**src/rtl/tplq_pkg.sv**
```systemverilog
`timescale 1ns / 1ps
// ----------------------------------------------------------------------------
// tplq_pkg
// Shared types and codes of the three-level priority ticket queue.
// ----------------------------------------------------------------------------
package tplq_pkg;

  localparam int IdW     = 31;
  localparam int LevelW  = 2;
  localparam int StatusW = 3;

  typedef enum logic [1:0] {
    CMD_REGISTER = 2'd0,
    CMD_CHANGE   = 2'd1,
    CMD_LOOKUP   = 2'd2,
    CMD_PROCESS  = 2'd3
  } cmd_t;

  typedef enum logic [2:0] {
    ST_OK       = 3'd0,
    ST_DUP      = 3'd1,
    ST_NOTFOUND = 3'd2,
    ST_FULL     = 3'd3,
    ST_EMPTY    = 3'd4,
    ST_BADLEVEL = 3'd5
  } status_t;

  typedef enum logic [3:0] {
    S_IDLE,
    S_SRCH_INIT,
    S_SRCH_RD,
    S_SRCH_CHK,
    S_DISPATCH,
    S_REG,
    S_UNLINK,
    S_APPEND,
    S_PROC,
    S_PROC_RD,
    S_PROC_POP,
    S_DONE
  } state_t;

  // controller -> datapath
  typedef struct packed {
    logic load;       // capture input beat
    logic srch_init;  // start walk at head of current level
    logic srch_rd;    // read ident/next of current slot
    logic srch_step;  // advance walk
    logic do_reg;     // register at free slot
    logic do_unlink;  // unlink found slot
    logic do_append;  // append found slot to new level
    logic proc_pick;  // choose highest nonempty level
    logic proc_rd;    // read head slot
    logic proc_pop;   // pop head
    logic set_res;    // load result register
    status_t res_st;
    logic res_data;   // result carries id/level
  } ctl_t;

  // datapath -> controller
  typedef struct packed {
    cmd_t cmd;
    logic lvl_valid;  // new_level below 3
    logic cur_nil;    // walk pointer null
    logic lvl_end;    // walk leaves this level after the current slot
    logic walk_last;  // last level walked
    logic hit;        // ident matches
    logic full;
    logic all_empty;
  } sts_t;

endpackage

```
**src/rtl/tplq_datapath.sv**
```systemverilog
`timescale 1ns / 1ps
// ----------------------------------------------------------------------------
// tplq_datapath
// Slot store, level links, walk pointers and result register.
// ----------------------------------------------------------------------------
module tplq_datapath #(
  parameter int ENTRIES = 16
) (
  input  logic                           clk,
  input  logic                           rst_n,
  input  tplq_pkg::ctl_t                 ctl,
  output tplq_pkg::sts_t                 sts,
  input  logic [1:0]                     in_cmd,
  input  logic [tplq_pkg::IdW-1:0]       in_id,
  input  logic [1:0]                     in_lvl,
  output logic [tplq_pkg::StatusW-1:0]   res_status,
  output logic [tplq_pkg::IdW-1:0]       res_id,
  output logic [tplq_pkg::LevelW-1:0]    res_level
);

  localparam int PW = $clog2(ENTRIES + 1);
  localparam int AW = (ENTRIES > 1) ? $clog2(ENTRIES) : 1;
  localparam logic [PW-1:0] NIL = PW'(ENTRIES);

  logic [tplq_pkg::IdW-1:0] slot_ident [ENTRIES];
  logic [PW-1:0]            slot_next  [ENTRIES];
  logic [ENTRIES-1:0]       used_r, used_nxt;
  logic [PW-1:0]            head_r [3];
  logic [PW-1:0]            tail_r [3];

  logic [1:0]               cmd_r;
  logic [tplq_pkg::IdW-1:0] id_r;
  logic [1:0]               nl_r;
  logic [1:0]               lvl_r;
  logic [PW-1:0]            cur_r, prev_r, steps_r;
  logic [tplq_pkg::IdW-1:0] rd_id_r;
  logic [PW-1:0]            rd_next_r;

  logic [PW-1:0] free_slot;
  logic [1:0]    pick_lvl;
  logic          lvl_end;

  always_comb begin
    free_slot = NIL;
    for (int i = ENTRIES - 1; i >= 0; i--) begin
      if (!used_r[i]) free_slot = PW'(i);
    end
  end

  always_comb begin
    pick_lvl = 2'd2;
    if (head_r[1] != NIL) pick_lvl = 2'd1;
    if (head_r[0] != NIL) pick_lvl = 2'd0;
  end

  assign lvl_end = (cur_r == NIL) || (steps_r == NIL) || (rd_next_r == NIL) ||
                   (steps_r == NIL - PW'(1));

  assign sts.cmd       = tplq_pkg::cmd_t'(cmd_r);
  assign sts.lvl_valid = (nl_r != 2'd3);
  assign sts.cur_nil   = (cur_r == NIL) || (steps_r == NIL);
  assign sts.lvl_end   = lvl_end;
  assign sts.walk_last = (lvl_r == 2'd2);
  assign sts.hit       = (rd_id_r == id_r);
  assign sts.full      = (free_slot == NIL);
  assign sts.all_empty = (head_r[0] == NIL) && (head_r[1] == NIL) && (head_r[2] == NIL);

  always_comb begin
    used_nxt = used_r;
    if (ctl.do_reg) used_nxt[free_slot[AW-1:0]] = 1'b1;
    if (ctl.proc_pop) used_nxt[cur_r[AW-1:0]] = 1'b0;
  end

  // slot store
  always_ff @(posedge clk) begin
    if (ctl.srch_rd || ctl.proc_rd) begin
      rd_id_r   <= slot_ident[cur_r[AW-1:0]];
      rd_next_r <= slot_next[cur_r[AW-1:0]];
    end
    if (ctl.do_reg) begin
      slot_ident[free_slot[AW-1:0]] <= id_r;
      slot_next[free_slot[AW-1:0]]  <= NIL;
      if (tail_r[2] != NIL) slot_next[tail_r[2][AW-1:0]] <= free_slot;
    end else if (ctl.do_unlink) begin
      if (prev_r != NIL) slot_next[prev_r[AW-1:0]] <= rd_next_r;
    end else if (ctl.do_append) begin
      slot_next[cur_r[AW-1:0]] <= NIL;
      if (tail_r[nl_r] != NIL) slot_next[tail_r[nl_r][AW-1:0]] <= cur_r;
    end
  end

  always_ff @(posedge clk) begin
    if (ctl.load) begin
      cmd_r <= in_cmd;
      id_r  <= in_id;
      nl_r  <= in_lvl;
      lvl_r <= 2'd0;
    end
    if (ctl.srch_init) begin
      cur_r   <= head_r[lvl_r];
      prev_r  <= NIL;
      steps_r <= '0;
    end
    if (ctl.srch_step) begin
      if (lvl_end) begin
        lvl_r <= lvl_r + 2'd1;
        cur_r <= head_r[lvl_r + 2'd1];
        prev_r <= NIL;
        steps_r <= '0;
      end else begin
        prev_r  <= cur_r;
        cur_r   <= rd_next_r;
        steps_r <= steps_r + PW'(1);
      end
    end
    if (ctl.proc_pick) begin
      lvl_r <= pick_lvl;
      cur_r <= head_r[pick_lvl];
    end
    if (ctl.set_res) begin
      res_status <= ctl.res_st;
      res_id     <= ctl.res_data ? (cmd_r == tplq_pkg::CMD_PROCESS ? rd_id_r : id_r) : '0;
      res_level  <= ctl.res_data ? lvl_r : '0;
    end
  end

  always_ff @(posedge clk) begin
    if (!rst_n) begin
      used_r <= '0;
      for (int l = 0; l < 3; l++) begin
        head_r[l] <= NIL;
        tail_r[l] <= NIL;
      end
    end else begin
      used_r <= used_nxt;
      if (ctl.do_reg) begin
        if (tail_r[2] == NIL) head_r[2] <= free_slot;
        tail_r[2] <= free_slot;
      end
      if (ctl.do_unlink) begin
        if (prev_r == NIL) head_r[lvl_r] <= rd_next_r;
        if (tail_r[lvl_r] == cur_r) tail_r[lvl_r] <= prev_r;
      end
      if (ctl.do_append) begin
        if (head_r[nl_r] == NIL || tail_r[nl_r] == NIL) head_r[nl_r] <= cur_r;
        tail_r[nl_r] <= cur_r;
      end
      if (ctl.proc_pop) begin
        head_r[lvl_r] <= rd_next_r;
        if (rd_next_r == NIL) tail_r[lvl_r] <= NIL;
      end
    end
  end

  assert property (@(posedge clk) disable iff (!rst_n)
    ctl.do_reg |-> free_slot != NIL) else $error("register without free slot");
  assert property (@(posedge clk) disable iff (!rst_n)
    ctl.proc_pop |=> !used_r[$past(cur_r[AW-1:0])]) else $error("pop left slot used");
  assert property (@(posedge clk) disable iff (!rst_n)
    (head_r[0] == NIL) |-> (tail_r[0] == NIL)) else $error("level 0 links disagree");

endmodule

```
**src/rtl/tplq_ctrl.sv**
```systemverilog
`timescale 1ns / 1ps
// ----------------------------------------------------------------------------
// tplq_ctrl
// Command sequencer: walks levels by id or pops, edits links, posts result.
// ----------------------------------------------------------------------------
module tplq_ctrl (
  input  logic           clk,
  input  logic           rst_n,
  input  logic           in_fire,
  input  logic           out_fire,
  output logic           busy,
  output logic           res_valid,
  output tplq_pkg::ctl_t ctl,
  input  tplq_pkg::sts_t sts
);

  tplq_pkg::state_t state_r, state_nxt;
  logic found_r, found_nxt;

  always_comb begin
    state_nxt = state_r;
    found_nxt = found_r;
    unique case (state_r)
      tplq_pkg::S_IDLE: if (in_fire) state_nxt = tplq_pkg::S_DISPATCH;
      tplq_pkg::S_DISPATCH: begin
        found_nxt = 1'b0;
        if (sts.cmd == tplq_pkg::CMD_PROCESS) state_nxt = tplq_pkg::S_PROC;
        else state_nxt = tplq_pkg::S_SRCH_INIT;
      end
      tplq_pkg::S_SRCH_INIT: state_nxt = tplq_pkg::S_SRCH_RD;
      tplq_pkg::S_SRCH_RD: begin
        if (sts.cur_nil && sts.walk_last) state_nxt = tplq_pkg::S_REG;
        else state_nxt = tplq_pkg::S_SRCH_CHK;
      end
      tplq_pkg::S_SRCH_CHK: begin
        if (!sts.cur_nil && sts.hit) begin
          found_nxt = 1'b1;
          state_nxt = tplq_pkg::S_REG;
        end else if (sts.walk_last && sts.lvl_end) begin
          state_nxt = tplq_pkg::S_REG;
        end else state_nxt = tplq_pkg::S_SRCH_RD;
      end
      tplq_pkg::S_REG: begin
        if (sts.cmd == tplq_pkg::CMD_CHANGE && found_r && sts.lvl_valid)
          state_nxt = tplq_pkg::S_UNLINK;
        else state_nxt = tplq_pkg::S_DONE;
      end
      tplq_pkg::S_UNLINK: state_nxt = tplq_pkg::S_APPEND;
      tplq_pkg::S_APPEND: state_nxt = tplq_pkg::S_DONE;
      tplq_pkg::S_PROC: begin
        if (sts.all_empty) state_nxt = tplq_pkg::S_DONE;
        else state_nxt = tplq_pkg::S_PROC_RD;
      end
      tplq_pkg::S_PROC_RD: state_nxt = tplq_pkg::S_PROC_POP;
      tplq_pkg::S_PROC_POP: state_nxt = tplq_pkg::S_DONE;
      tplq_pkg::S_DONE: if (out_fire) state_nxt = tplq_pkg::S_IDLE;
      default: state_nxt = tplq_pkg::S_IDLE;
    endcase
  end

  // walk: SRCH_RD reads the slot, SRCH_CHK compares and steps;
  // when the level ends at SRCH_CHK, step moves to the next level.
  always_comb begin
    ctl = '0;
    ctl.res_st = tplq_pkg::ST_OK;
    busy = (state_r != tplq_pkg::S_IDLE);
    res_valid = (state_r == tplq_pkg::S_DONE);
    unique case (state_r)
      tplq_pkg::S_IDLE: ctl.load = in_fire;
      tplq_pkg::S_SRCH_INIT: ctl.srch_init = 1'b1;
      tplq_pkg::S_SRCH_RD: ctl.srch_rd = !sts.cur_nil;
      tplq_pkg::S_SRCH_CHK:
        ctl.srch_step = !(!sts.cur_nil && sts.hit) && !(sts.walk_last && sts.lvl_end);
      tplq_pkg::S_REG: begin
        ctl.set_res = 1'b1;
        unique case (sts.cmd)
          tplq_pkg::CMD_REGISTER: begin
            if (found_r) ctl.res_st = tplq_pkg::ST_DUP;
            else if (sts.full) ctl.res_st = tplq_pkg::ST_FULL;
            else ctl.do_reg = 1'b1;
          end
          tplq_pkg::CMD_CHANGE: begin
            if (!found_r) ctl.res_st = tplq_pkg::ST_NOTFOUND;
            else if (!sts.lvl_valid) ctl.res_st = tplq_pkg::ST_BADLEVEL;
          end
          tplq_pkg::CMD_LOOKUP: begin
            if (found_r) ctl.res_data = 1'b1;
            else ctl.res_st = tplq_pkg::ST_NOTFOUND;
          end
          default: ctl.res_st = tplq_pkg::ST_OK;
        endcase
      end
      tplq_pkg::S_UNLINK: ctl.do_unlink = 1'b1;
      tplq_pkg::S_APPEND: ctl.do_append = 1'b1;
      tplq_pkg::S_PROC: begin
        ctl.proc_pick = !sts.all_empty;
        ctl.set_res = sts.all_empty;
        ctl.res_st = tplq_pkg::ST_EMPTY;
      end
      tplq_pkg::S_PROC_RD: ctl.proc_rd = 1'b1;
      tplq_pkg::S_PROC_POP: begin
        ctl.proc_pop = 1'b1;
        ctl.set_res = 1'b1;
        ctl.res_data = 1'b1;
      end
      default: ctl.load = 1'b0;
    endcase
  end

  always_ff @(posedge clk) begin
    if (!rst_n) begin
      state_r <= tplq_pkg::S_IDLE;
      found_r <= 1'b0;
    end else begin
      state_r <= state_nxt;
      found_r <= found_nxt;
    end
  end

  assert property (@(posedge clk) disable iff (!rst_n)
    in_fire |=> state_r == tplq_pkg::S_DISPATCH) else $error("beat not taken");
  assert property (@(posedge clk) disable iff (!rst_n)
    out_fire |=> state_r == tplq_pkg::S_IDLE) else $error("result not retired");
  assert property (@(posedge clk) disable iff (!rst_n)
    (ctl.do_unlink |=> ctl.do_append)) else $error("unlink without append");

endmodule

```
**src/rtl/three_level_priority_ticket_queue.sv**
```systemverilog
`timescale 1ns / 1ps
// ----------------------------------------------------------------------------
// three_level_priority_ticket_queue
// Strict three-level priority queue of unique ticket ids.
// ----------------------------------------------------------------------------
// One command at a time. Register, change level and lookup walk the linked
// levels high, medium, low one slot at a time, reading each slot and then
// comparing it; a change of the last ticket of a full low level makes the
// longest walk. Process next reads and pops the head of the highest nonempty
// level, or answers with empty status when every level is empty. Reading the
// slot store through its one read port paces the walk. The result beat is held
// until taken; the next command is accepted after that.
module three_level_priority_ticket_queue #(
  parameter int ENTRIES = 16
) (
  input  logic        clk,
  input  logic        rst_n,
  input  logic        in_tvalid,
  output logic        in_tready,
  input  logic [39:0] in_tdata,   // command[1:0], ticket_id[32:2], new_level[34:33]
  output logic        out_tvalid,
  input  logic        out_tready,
  output logic [39:0] out_tdata   // status[2:0], result_id[33:3], result_level[35:34]
);

  tplq_pkg::ctl_t ctl;
  tplq_pkg::sts_t sts;
  logic busy, in_fire, out_fire;
  logic [tplq_pkg::StatusW-1:0] res_status;
  logic [tplq_pkg::IdW-1:0]     res_id;
  logic [tplq_pkg::LevelW-1:0]  res_level;

  assign in_tready = !busy;
  assign in_fire   = in_tvalid && in_tready;
  assign out_fire  = out_tvalid && out_tready;
  assign out_tdata = {4'd0, res_level, res_id, res_status};

  tplq_ctrl u_ctrl (
    .clk, .rst_n, .in_fire, .out_fire, .busy,
    .res_valid(out_tvalid), .ctl, .sts
  );

  tplq_datapath #(.ENTRIES(ENTRIES)) u_dp (
    .clk, .rst_n, .ctl, .sts,
    .in_cmd(in_tdata[1:0]), .in_id(in_tdata[32:2]), .in_lvl(in_tdata[34:33]),
    .res_status, .res_id, .res_level
  );

endmodule

```
**config.mk**
```make
export PLATFORM = sky130hd
export DESIGN_NAME = three_level_priority_ticket_queue
export DESIGN_NICKNAME = d
export VERILOG_FILES = /design/src/rtl/tplq_pkg.sv /design/src/rtl/tplq_datapath.sv /design/src/rtl/tplq_ctrl.sv /design/src/rtl/three_level_priority_ticket_queue.sv
export SDC_FILE = /design/constraint.sdc
export NUM_CORES = 1
export LEC_CHECK = 0
export ABC_CLOCK_PERIOD_IN_PS = 6100
export BUFFER_PORTS_ARGS = -buffer_cell sky130_fd_sc_hd__buf_2
export CAP_MARGIN = 20
export CORE_UTILIZATION = 45
export CTS_BUF_LIST = sky130_fd_sc_hd__clkbuf_4
export DETAILED_ROUTE_END_ITERATION = 8
export GPL_TIMING_DRIVEN = 1
export PLACE_DENSITY_LB_ADDON = 0.12
export SYNTH_ARGS = -nofsm -noshare
export SYNTH_HDL_FRONTEND = slang
export SYNTH_HIERARCHICAL = 1
export SYNTH_SLANG_ARGS = --single-unit
```
**constraint.sdc**
```tcl
create_clock -name clk -period 6.1 [get_ports clk]
set_input_delay 0.915 -clock clk [delete_from_list [all_inputs] [get_ports clk]]
set_output_delay 0.915 -clock clk [all_outputs]
set_load 0.02 [all_outputs]
```
# Word level (Yosys, flattened, before mapping)
# Memory sizes are Yosys's and may differ from the RTL's. A register that Yosys moved wholly into a read port is not among the register bits.
# Cells that the tools add are included.
word_totals:
  mem_count: 4
  register_bits: 109
  ramBits: 606
  inputBits: 44
mem_list:
  columns: ["name", "depth", "width", "read_ports", "rd_clocked_by_memory_dff", "write_ports", "line_no", "rtl"]
  rows:
  - ["u_dp.slot_ident", 16, 31, 1, 1, 1, "tplq_datapath.sv:25", "logic [tplq_pkg::IdW-1:0] slot_ident [ENTRIES];"]
  - ["u_dp.slot_next", 16, 5, 1, 1, 2, "tplq_datapath.sv:26", "logic [PW-1:0] slot_next [ENTRIES];"]
  - ["u_dp.head_r", 3, 5, 7, 2, 3, "tplq_datapath.sv:28", "logic [PW-1:0] head_r [3];"]
  - ["u_dp.tail_r", 3, 5, 3, 2, 3, "tplq_datapath.sv:29", "logic [PW-1:0] tail_r [3];"]
op_classes:
  n_mux: 147
  n_reduce_logical: 39
  n_eq_ne: 38
  bitwise_logic: 7
  magnitude_cmp: 4
  add_sub_neg: 2
op_table:
  columns: ["cell", "count"]
  rows:
  - ["two-way mux 5 bit", 37]
  - ["two-way mux 1 bit", 71]
  - ["== test 5 bit (second input constant)", 11]
  - ["one-hot mux 4 bit (11 select lines)", 1]
  - ["OR reduction 5 bit", 7]
  - ["two-way mux 16 bit", 2]
  - ["two-way mux 4 bit", 8]
  - ["== test 31 bit", 1]
  - ["two-way mux 31 bit", 1]
  - ["two-way mux 2 bit", 15]
  - ["inequality test 5 bit (second input constant)", 5]
  - ["bitwise AND 16 bit", 1]
  - ["== test 4 x 3 -> 1 bit (second input constant)", 4]
  - ["== test 4 bit (second input constant)", 4]
  - ["inverter 16 bit", 1]
  - ["bitwise OR 16 bit", 1]
  - ["two-way mux 3 bit", 5]
  - ["logical AND 1 bit", 12]
  - ["< comparator 4 x 5 -> 1 bit (second input constant)", 2]
  - ["one-hot mux 3 bit (3 select lines)", 1]
  - ["demux 1 bit (select 4 bit)", 2]
  - ["== test 4 x 2 -> 1 bit (second input constant)", 2]
  - ["greater-or-equal comparator 4 x 1 -> 1 bit (second input constant)", 2]
  - ["== test 2 bit (second input constant)", 3]
  - ["20 further kinds", 38]

# Logic depth before layout (Yosys ltp)
logic_depth:
  ltp_word: 26
  mapped_depth: 13
  ltp_nobuf: 10

# Hierarchy
# Netlist, hierarchy kept.
by_module_without_submodules:
  columns: ["mod", "seq_area_each_um2", "cells_each", "instances", "area_per_inst_um2"]
  rows:
  - ["tplq_datapath", 22561.6, 1712, 1, 31552.8]
  - ["tplq_ctrl", 100.1, 80, 1, 535.5]
  - ["three_level_priority_ticket_queue", 0.0, 8, 1, 50.0]

# Worst setup path before layout
# OpenSTA, ideal clock, no wires.
synth_timing:
  kind: "reg-to-reg"
  from: "mem u_dp/head_r[1][0] (netlist bit)"
  to: "reg u_dp/res_id[0] (netlist bit) (enable)"
  setup_slack_ps: 1562
  stages_incl_launch_ff: 6
  t_arrival_ps: 4059
  setup_time_ps: 479
  n_path_buf: 0
  required_time_ps: 5621
  cell_sequence: "edfxtp_1 or4_1 nor2_1 and3_1 o21ai_0 o21ai_0"
synth_lines:
  columns: ["element", "line_no", "rtl"]
  rows:
  - ["from (decl)", "tplq_datapath.sv:28", null]
  - ["to (signal assigned)", "tplq_datapath.sv:122", "res_id <= ctl.res_data ? (cmd_r == tplq_pkg::CMD_PROCESS ? rd_id_r : id_r) : '0;"]
  - ["to (decl)", "tplq_datapath.sv:17", "output logic [tplq_pkg::IdW-1:0] res_id,"]

==> run_results.csv <==
group,metric,value,unit
final_layout,final_nets,2116,
power_and_ir_drop,combPwrFrac,18.5,%
power_and_ir_drop,swShare,29.0,%
logic_synthesis,yosysSeqAreaShare,70.5,%
clock_tree,htreeDepth,4,
power_and_ir_drop,p_switching,3.96,mW
logic_synthesis,synth_area_leaders,"edfxtp_1 (69%), mux4_2 (14%), nand2_1 (1.6%), dfxtp_1 (1.6%), o21ai_0 (1.3%)",
sta,rsz0062_at_grt,"no",
global_routing,grt_pass1_vias,19000,
routing,drt_iter0_drc,1768,
final_layout,final_cells,3154,
logic_synthesis,synth_edf_count,738,
placed_design,place_inst,2769,
worst_setup_path,required,6730,ps
placed_design,io_buffers,76,
placed_design,gp_congestion,0.890,
power_and_ir_drop,power.density,373,mW/mm^2
worst_setup_path,path_class,"reg2reg",
routing,wl_per_cell,26.2,microns
logic_synthesis,synth-compound-area-share,5.39,%
logic_synthesis,synth_adder_area_share,0.273,%
global_routing,grt_max_degree,95,
routing,drtPass1Iterations,6,
global_routing,overflow,0,
worst_setup_path,r2r_slack,1060,ps
logic_synthesis,ys_top_cells_by_count,"edfxtp_1 (738), mux4_2 (197), nand2_1 (136)",
logic_synthesis,syn_area,0.0321,sq mm
logic_synthesis,netlist.area_leader.share,69.0,%
floorplan,die_area,0.0725,sq mm
power_and_ir_drop,power.static_leakage,12.2,nW
final_layout,design_area,0.0366,sq mm
routing,postRouteAntennaNets,0,
hold_path,worstHoldStart,"in_tdata[0]",
logic_synthesis,synth_cell_types,81,
power_and_ir_drop,internal_power,9.70,mW
routing,totalWireLength,82500,microns
logic_synthesis,synth_top_family_by_area,"multiplexers",
final_layout,final_util,52.1,%
logic_synthesis,postSynthAreaPerCell,17.9,sq um
clock_tree,cts_tree,"yes",
power_and_ir_drop,clkPwrFrac,31.5,%
power_and_ir_drop,ir_drop,319,uV
final_layout,fillers,5859,
flow_run,drv_cap,0,
sta,period_share,82.6,%
worst_setup_path,r2r-start,"u_dp/used_r[3]$_SDFF_PN0_",
sta,fmax,199,MHz
clock_tree,clockRootBuffer,"clkbuf_4",
logic_synthesis,synth_top_cell_by_area,"edfxtp_1",
routing,vias_per_cell,5.89,
logic_synthesis,yosys_warnings,6,
global_routing,antenna_found_initial,1,
power_and_ir_drop,seqPwrFrac,50.0,%
routing,drcViolationCount,0,
sta,slew_violations,0,
sta,hold_ws,132,ps
logic_synthesis,synthFlopType,"edfxtp_1",
routing,vias,18600,
worst_setup_path,crit_fanout,14,
logic_synthesis,synthXorXnorAreaFrac,1.09,%
floorplan,die_h,269,microns
final_layout,drive_above_1_share,32.0,%
sta,fin_skew,53.5,ps
placed_design,dp_hpwl,46600,microns
clock_tree,cts_buffer_depth,3,
global_routing,grtUsageTotal,23.0,%
logic_synthesis,ys_ff_latch,763,
clock_tree,cts_resized,0,
sta,finalHoldViolCount,0,
logic_synthesis,async_flop_share,0,%
floorplan,start_util,45.7,%
floorplan,fp.coreArea,0.0704,sq mm
worst_setup_path,worstPathArrival,5670,ps
floorplan,die_w,269,microns
final_layout,area_delta_synth_final,14.0,%
floorplan,rows,97,
sta,relSlewSlack,24.7,%
sta,setup_tns,0,ps
logic_synthesis,synth_simple_gate_area_share,5.65,%
placed_design,place_area,0.0338,sq mm
clock_tree,cts_made_buffers,198,
run_status,status,"finished clean",
sta,setup_violations,0,
clock_tree,clk_latency,1030,ps
logic_synthesis,yosysMostFrequentCell,"edfxtp_1",
logic_synthesis,synthMuxAreaShare,15.4,%
clock_tree,clk_pin_slew,70,ps
worst_setup_path,cp-startpoint,"u_dp/used_r[3]$_SDFF_PN0_",
floorplan,boundaryPins,86,
final_layout,seqCellArea,0.0227,sq mm
global_routing,grt_first_pass_wirelength,122000,microns
sta,finalCriticalPeriod,5040,ps
clock_tree,cts.sink_count,763,
worst_setup_path,start_kind,"flop",
sta,worst_pin_slew,1120,ps
final_layout,multi_input_area,0.00909,sq mm
worst_setup_path,crit_path_end_kind,"flop",
logic_synthesis,syn-instance-count,1800,
hold_path,hold_path_class,"in2reg",
==> metal layers <==
layer	GRT usage, %	vias up	share of wire, %
li1	-	8004	-
met1	32.0	9655	43
met2	36.4	805	48
met3	4.56	122	6.8
met4	7.67	0	1.9
met5	0	-	0
==> worst max-delay path: stages (launching register included) <==
cell	delay, ps
dfxtp_1	430
nand4_1	280
nor3_1	650
nor4_2	110
buf_4	210
nand2b_1	160
a21oi_1	710
mux2_2	450
a211oi_1	490
o311ai_0	270
clkbuf_2	230
o31ai_1	680
==> path summary, 6_finish.rpt <==
| kind | end | cells after the start |
|---|---|---|
| worst max-delay path | u_dp/slot_next[0][3]$_DFFE_PP_ | 11 |
| worst min-delay path | u_dp/cmd_r[0]$_DFFE_PP_ | 1 |
| worst max register to register | u_dp/slot_next[0][3]$_DFFE_PP_ | 11 |
| worst min register to register | u_dp/used_r[10]$_SDFF_PN0_ | 1 |
==> metrics by stage <==
stage	setup WS [ps]	total power [mW]
floorplan	1560	8.57
global placement	1220	9.43
detailed placement	966	9.49
CTS	979	13.9
global route	780	14.3
finish	1060	13.7
==> cells in the final DEF, fill, tap and decap left out, types with 19 or more instances in the layout <==
cell type        n
a21boi_0        32
a21oi_1         32
buf_2           77
buf_4           50
clkbuf_4       282
clkinv_1        46
dfxtp_1         25
dlygate4sd3_1   29
edfxtp_1       738
inv_1           25
mux2i_1         24
mux4_2         197
nand2_1        136
nand3_1         23
nor2_1          65
o21ai_0         81
xnor2_1         19
xor2_1          21
==> registers in the layout, summed over array words and instances, names as in the netlist, 4 cells and up, named ones only <==
| signal | flops |
|---|---|
| u_dp/slot_next | 80 |
| u_dp/rd_id_r | 31 |
| u_dp/rd_next_r | 5 |
| u_dp/res_id | 31 |
| u_ctrl/state_r | 4 |
| u_dp/cur_r | 5 |
| u_dp/id_r | 31 |
| u_dp/used_r | 16 |
| u_dp/head_r | 20 |
| u_dp/tail_r | 20 |
| u_dp/steps_r | 5 |
| u_dp/slot_ident | 496 |
| u_dp/prev_r | 5 |
==> power by group through the flow <==
stage	combinational, mW	clock, mW	sequential, mW
3_3_place_gp	2.52	0	6.91
6_report	2.53	4.30	6.83
4_1_cts	2.56	4.46	6.83
5_1_grt	2.70	4.72	6.88
3_5_place_dp	2.55	0	6.94
2_1_floorplan	1.84	0	6.73
==> cell type report <==
class	count	share of cell area, %
antenna	2	0.0137
clock buffer	282	5.78
clock inverter	65	1.01
inverter	27	0.280
multi-input combinational	911	24.8
sequential	763	61.8
tap	940	3.21
timing repair buffer	164	3.06
==> logic make-up (layout without fill, tap and decap cells) <==
logic type | after synthesis | in the layout
AND/OR/NAND/NOR | 370 | 370
multiplexers | 240 | 240
XOR/XNOR | 40 | 40
other | 1 | 6
flip-flops | 763 | 763
buffers and inverters | 129 | 538
AO/OA/AOI/OAI | 250 | 250
adder cells (fa/ha/maj) | 7 | 7
==> timing repair <==
item                       in CTS  in global routing
hold buffers                   29                  0
setup endpoints to repair       0                  0
hold endpoints to repair       29                  0
setup buffers                   0                  0
No activity file was read; power rests on OpenSTA's default activity.
